## config.mk

```make
export PLATFORM = sky130hd
export DESIGN_NAME = okcc_ctrl
export DESIGN_NICKNAME = d
export VERILOG_FILES = /design/src/rtl/okcc_pkg.sv /design/src/rtl/okcc_ctrl.sv
export SDC_FILE = /design/constraint.sdc
export NUM_CORES = 1
export LEC_CHECK = 0
export ABC_AREA = 1
export CORE_AREA = 8 8 45 47
export CTS_BUF_LIST = sky130_fd_sc_hd__clkbuf_8
export CTS_CLUSTER_DIAMETER = 30
export DETAILED_ROUTE_END_ITERATION = 8
export DIE_AREA = 0 0 53 55
export DONT_BUFFER_PORTS = 1
export PLACE_DENSITY_LB_ADDON = 0.05
export SLEW_MARGIN = 10
export SYNTH_ARGS = -nofsm -noshare
export SYNTH_HDL_FRONTEND = slang
export SYNTH_SLANG_ARGS = --single-unit
```

## constraint.sdc

```tcl
create_clock -name clk -period 1.55 [get_ports clk]
set_input_delay 0.2325 -clock clk [delete_from_list [all_inputs] [get_ports clk]]
set_output_delay 0.2325 -clock clk [all_outputs]
set_load 0.05 [all_outputs]
```

## src/rtl/okcc_pkg.sv

```systemverilog
// Package for the online k-means color classifier.
// Holds controller state type, opcodes and the controller/datapath command and status structs.
`timescale 1ns / 1ps
`default_nettype none
package okcc_pkg;
    localparam logic OP_LOAD_SEED = 1'b0;
    localparam logic OP_PIXEL     = 1'b1;

    typedef enum logic [2:0] {
        ST_IDLE,
        ST_SEARCH,
        ST_UPDATE,
        ST_DIVIDE,
        ST_WRITE,
        ST_OUTPUT
    } okcc_state_t;

    // controller to datapath commands
    typedef struct packed {
        logic capture;     // latch input item
        logic load_seed;   // write seed into its cluster
        logic search_init; // clear best and cursor
        logic search_step; // compare one cluster
        logic upd_init;    // compute count and numerators
        logic div_step;    // one quotient bit
        logic write_back;  // store count and centroid
        logic out_load;    // load output register
    } okcc_cmd_t;

    // datapath to controller status
    typedef struct packed {
        logic is_pixel;
        logic search_last;
        logic div_last;
    } okcc_stat_t;
endpackage
`default_nettype wire

```

## src/rtl/okcc_ctrl.sv

```systemverilog
// Controller state machine for the classifier: sequences capture, seed load, search,
// divide and output. Depends on okcc_pkg.
`timescale 1ns / 1ps
`default_nettype none
module okcc_ctrl (
    input  wire logic                 clk,
    input  wire logic                 rst_n,
    input  wire logic                 in_valid,
    output logic                      in_stall,
    output logic                      out_valid,
    input  wire logic                 out_stall,
    input  wire okcc_pkg::okcc_stat_t stat,
    output okcc_pkg::okcc_cmd_t       cmd
);
    import okcc_pkg::*;

    okcc_state_t state_reg, state_next;
    logic        ov_reg, ov_next;

    always_ff @(posedge clk or negedge rst_n)
    begin
        if (!rst_n)
        begin
            state_reg <= ST_IDLE;
            ov_reg    <= 1'b0;
        end
        else
        begin
            state_reg <= state_next;
            ov_reg    <= ov_next;
        end
    end

    assign out_valid = ov_reg;

    always_comb
    begin
        state_next = state_reg;
        ov_next    = ov_reg && out_stall;
        cmd        = '0;
        in_stall   = 1'b1;
        case (state_reg)
            ST_IDLE:
            begin
                in_stall = 1'b0;
                if (in_valid)
                begin
                    cmd.capture = 1'b1;
                    state_next  = ST_SEARCH;
                end
            end
            ST_SEARCH:
            begin
                if (!stat.is_pixel)
                begin
                    cmd.load_seed = 1'b1;
                    state_next    = ST_IDLE;
                end
                else
                begin
                    cmd.search_init = 1'b1;
                    state_next      = ST_UPDATE;
                end
            end
            ST_UPDATE:
            begin
                cmd.search_step = 1'b1;
                if (stat.search_last) state_next = ST_WRITE;
            end
            ST_WRITE:
            begin
                cmd.upd_init = 1'b1;
                state_next   = ST_DIVIDE;
            end
            ST_DIVIDE:
            begin
                cmd.div_step = 1'b1;
                if (stat.div_last) state_next = ST_OUTPUT;
            end
            ST_OUTPUT:
            begin
                // hold until the output register is free
                if (!ov_reg || !out_stall)
                begin
                    cmd.write_back = 1'b1;
                    cmd.out_load   = 1'b1;
                    ov_next        = 1'b1;
                    state_next     = ST_IDLE;
                end
            end
            default: state_next = ST_IDLE;
        endcase
    end
endmodule
`default_nettype wire

```

Word level (Yosys, flattened, before mapping)
Index checks and enable logic that the tools add are counted.
{"block": "totals", "elab_cells": 36, "output_inout_bits": 10, "inputBits": 7, "reg_bits": 4}
{"block": "classes", "muxes": 19, "reduce_logical": 6, "eq_ne": 9}
{"op": "case mux 3 bit (6 select lines)", "n": 1}
{"op": "two-way mux 3 bit", "n": 4}
{"op": "two-way mux 1 bit", "n": 10}
{"op": "two-way mux 2 bit", "n": 4}
{"op": "inequality test 2 bit, second input constant", "n": 4}
{"op": "== test 3 x 2 -> 1 bit, second input constant", "n": 2}
{"op": "== test 3 bit, second input constant", "n": 2}
{"op": "AND reduction 4 bit", "n": 1}
{"op": "== test 3 x 1 -> 1 bit, second input constant", "n": 1}
{"op": "logical NOT 3 bit", "n": 1}
{"op": "logical NOT 1 bit", "n": 2}
{"op": "logical AND 1 bit", "n": 1}
{"op": "logical OR 1 bit", "n": 1}

Longest topological paths before layout
{"block": "logic_depth", "ltp_word": 4, "mapped_depth": 7, "ltp_nobuf": 7}

Worst setup path before layout
Ideal clock, no wire load.
{"block": "synth_path", "path_kind": "register -> output", "from": "reg ov_reg (netlist: out_valid)", "to": "out cmd[1] in the netlist's numbering", "t_required_ps": 1317, "n_path_buf": 1, "setup_slack_ps": -463, "stages_incl_launch_ff": 5, "arrival_ps": 1780, "path_cell_list": "dfrtp_1 nand2_1 inv_1 nor2_1 buf_4"}
{"item": "start, declared", "line": "okcc_ctrl.sv:18", "rtl": "logic ov_reg, ov_next;"}
{"item": "start signal, assigned", "line": "okcc_ctrl.sv:30", "rtl": "ov_reg <= ov_next;"}
{"item": "end, declared", "line": "okcc_ctrl.sv:13", "rtl": "output okcc_pkg::okcc_cmd_t cmd"}

Worst setup path in the final report
{"block": "layout_path", "from": "reg state_reg[2]", "to": "out cmd[1] in the netlist's numbering"}
{"block": "layout_between", "elab_chain_cells": 2}
{"item": "start, declared", "line": "okcc_ctrl.sv:17", "rtl": "okcc_state_t state_reg, state_next;"}
{"item": "start signal, assigned", "line": "okcc_ctrl.sv:29", "rtl": "state_reg <= state_next;"}
{"item": "== test 3 bit", "line": "okcc_ctrl.sv:42", "rtl": "case (state_reg)"}
{"item": "two-way mux 2 bit", "line": "okcc_ctrl.sv:42"}
Every way passes these cells.

==> flow_metrics.env <==
export IMPL_crit_slowest_cell="dfrtp_1"
export IMPL_hp_class="input pin to register"
export IMPL_first_global_vias=364
export IMPL_arrival_ns=1.20
export IMPL_diodes=0
export IMPL_post_drt_wl_per_cell_um=10.5
export IMPL_die_y_um=55
export IMPL_cts_buffer_depth=2
export IMPL_start_util_pct=20.7
export IMPL_powerDensity_nw_per_um2=2750
export IMPL_fin_ws_ns=0.113
export IMPL_fp_dieW_um=53
export IMPL_slowest_delay_ns=0.46
export IMPL_crit_cells=3
export IMPL_gr_usage_met3_pct=4.28
export IMPL_yosysUniqueCellTypes=10
export IMPL_synth_nets=55
export IMPL_post_drt_via_cell_ratio=4.25
export IMPL_crit_buf_inv=1
export IMPL_fmax_mhz=696
export IMPL_grt_usage_pct=6.79
export IMPL_drt_total_wl_um=791
export IMPL_timing_hold_ws_ns=0.159
export IMPL_hp_start="out_stall"
export IMPL_busiest_layer="met2"
export IMPL_grt_util_met1_pct=7.66
export IMPL_final_common_cell="nand2_1"
export IMPL_required_ns=1.32
export IMPL_die_area_um2=2920
export IMPL_fin_nets=68
export IMPL_syn_area_um2=287
export IMPL_holdPathStages=2
export IMPL_timing_final_crit_share_pct=92.7
export IMPL_min_to="out_valid$_DFF_PN0_"
export IMPL_report_final_setup_viol=0
export IMPL_worst_pin_slew_ns=0.427
export IMPL_r2r_start="state_reg[2]$_DFFE_PN0P_"
export IMPL_grt_overflow_total=0
export IMPL_path_class="register to primary output"
export IMPL_antenna_left=0
export IMPL_yosys_warnings=0
export IMPL_maxSlewViolCount=0
export IMPL_end_kind="primary output"
export IMPL_initialDrtViolationCount=4
export IMPL_design_area_um2=460
export IMPL_crit_chain="nand3_1, nor2_4, buf_12"
export IMPL_vdd_ir_drop_max_v=0.00138
export IMPL_regToRegSetupSlack_ns=0.33
export IMPL_grt_max_degree=7
export IMPL_total_power_mw=1.27
export IMPL_maxCapViolations=0
export IMPL_htree_levels=1
export IMPL_antenna_found_initial=0
export IMPL_final_cell_mix="10 x nand2_1, 9 x inv_1, 7 x nand3_1, 6 x buf_4"
export IMPL_dpl_instance_area_um2=402
export IMPL_crit_family="flip-flops"
export IMPL_largest_register_ff_count=3
export IMPL_startpoint_type="register"
export IMPL_drt_pass1_iter_count=2
export IMPL_worstReg2RegEnd="state_reg[1]$_DFFE_PN0P_"
export IMPL_netlist_instances=48
export IMPL_path_clk_slew_ns=0.03
export IMPL_synth_avg_cell_area_um2=5.97
export IMPL_numClockSinks=4
export IMPL_slew_headroom_pct=71.5
export IMPL_cts_setup_buffers=0
export IMPL_cts_tree="built"
export IMPL_finClkSkew_ns=0.000210
export IMPL_reg2regPathDepth=6
export IMPL_pin_count=17
export IMPL_ys_ff_latch=4
export IMPL_drc=0
export IMPL_grt_pass1_wl_um=1460
export IMPL_finalHoldViolations=0
export IMPL_rows=14
export IMPL_syn_to_final_growth_pct=60.7
export IMPL_clkLatencyLatePin_ns=0.21
export IMPL_num_vias=319
export IMPL_outcome="completed"
export IMPL_seq_area_frac_synth_pct=34.9
export IMPL_drive_above_1_share_pct=39.0
export IMPL_core_area_um2=1380
export IMPL_finalCriticalPeriod_ns=1.44
export IMPL_root_buffer="clkbuf_8"
export IMPL_fin_util_pct=33.3
export IMPL_p_leak_nw=0.257
export IMPL_cts_buffers_inserted=3
export IMPL_io_buffers=0
export IMPL_pre_cts_ws_ns=0.327
export IMPL_worstPathMaxFanout=6
export IMPL_gp_congestion=0.769
export IMPL_hpwlAfterDp_um=673
export IMPL_grt_util_met2_pct=9.57
export IMPL_rsz0062_at_grt="no"
[cells in the mapped netlist (all sizes together)]
master,instances,area (um2)
nand3,7,35.0
nor2,10,40.0
buf,1,7.51
o21ai,3,15.0
inv,12,45.0
dfrtp,4,100
nand2,11,43.8
[routing by layer]
metal  vias to the layer above  wire (um)
met5                         -          0
met1                       140        356
met4                         0          0
li1                        164          -
met2                        15        328
met3                         0        106
[logic make-up after synthesis]
family | count (synthesis) | share of synthesized area, %
AOI/OAI and AO/OA | 3 | 5.24
and+or+nand+nor | 28 | 41.5
DFF | 4 | 34.9
buffers and inverters | 13 | 18.3
[power by group]
| group | internal [mW] | total, mW | switching [mW] |
|---|---|---|---|
| Combinational | 0.246 | 0.821 | 0.575 |
| Clock | 0.165 | 0.216 | 0.0510 |
| Sequential | 0.158 | 0.231 | 0.0725 |
| Total | 0.570 | 1.27 | 0.698 |
[worst register-to-register path, cell delays in order (launching register included)]
cell and delay [ns]:
dfrtp_1 0.46, inv_2 0.10, nand2_1 0.11, nor2_1 0.05
buf_4 0.18, nor2_1 0.13, nand2_1 0.07
[metrics by stage]
stage	cells	setup TNS (ns)
2_1_floorplan	48	-0.00148
3_3_place_gp	71	0
3_5_place_dp	71	0
4_1_cts	75	0
5_1_grt	75	0
6_report	75	0
[worst max path at each step]
stage,from,end,slack (ns)
after floorplan,state_reg[0]$_DFFE_PN0P_,cmd[7],-0.001
after global placement,state_reg[1]$_DFFE_PN0P_,cmd[0],0.31
after detailed placement,state_reg[0]$_DFFE_PN0P_,cmd[7],0.33
after CTS,state_reg[0]$_DFFE_PN0P_,cmd[5],0.08
after global routing,state_reg[2]$_DFFE_PN0P_,cmd[0],0.02
final,state_reg[2]$_DFFE_PN0P_,cmd[1],0.11
[repair_timing]
item | 4_1_cts | 5_1_grt
resized for setup | 0 | 4
hold buffers | 1 | 0
setup endpoints to repair | 0 | 3
hold endpoints to repair | 4 | 0
[cell type report]
cell class                      count  area, um2
Fill cell                         158        923
Multi-Input combinational cell     31        156
Sequential cell                     4        103
Timing Repair Buffer                9       95.1
Inverter                           12       45.0
Clock buffer                        3       41.3
Tap cell                           16       20.0
(Power assumes the default switching activity.)
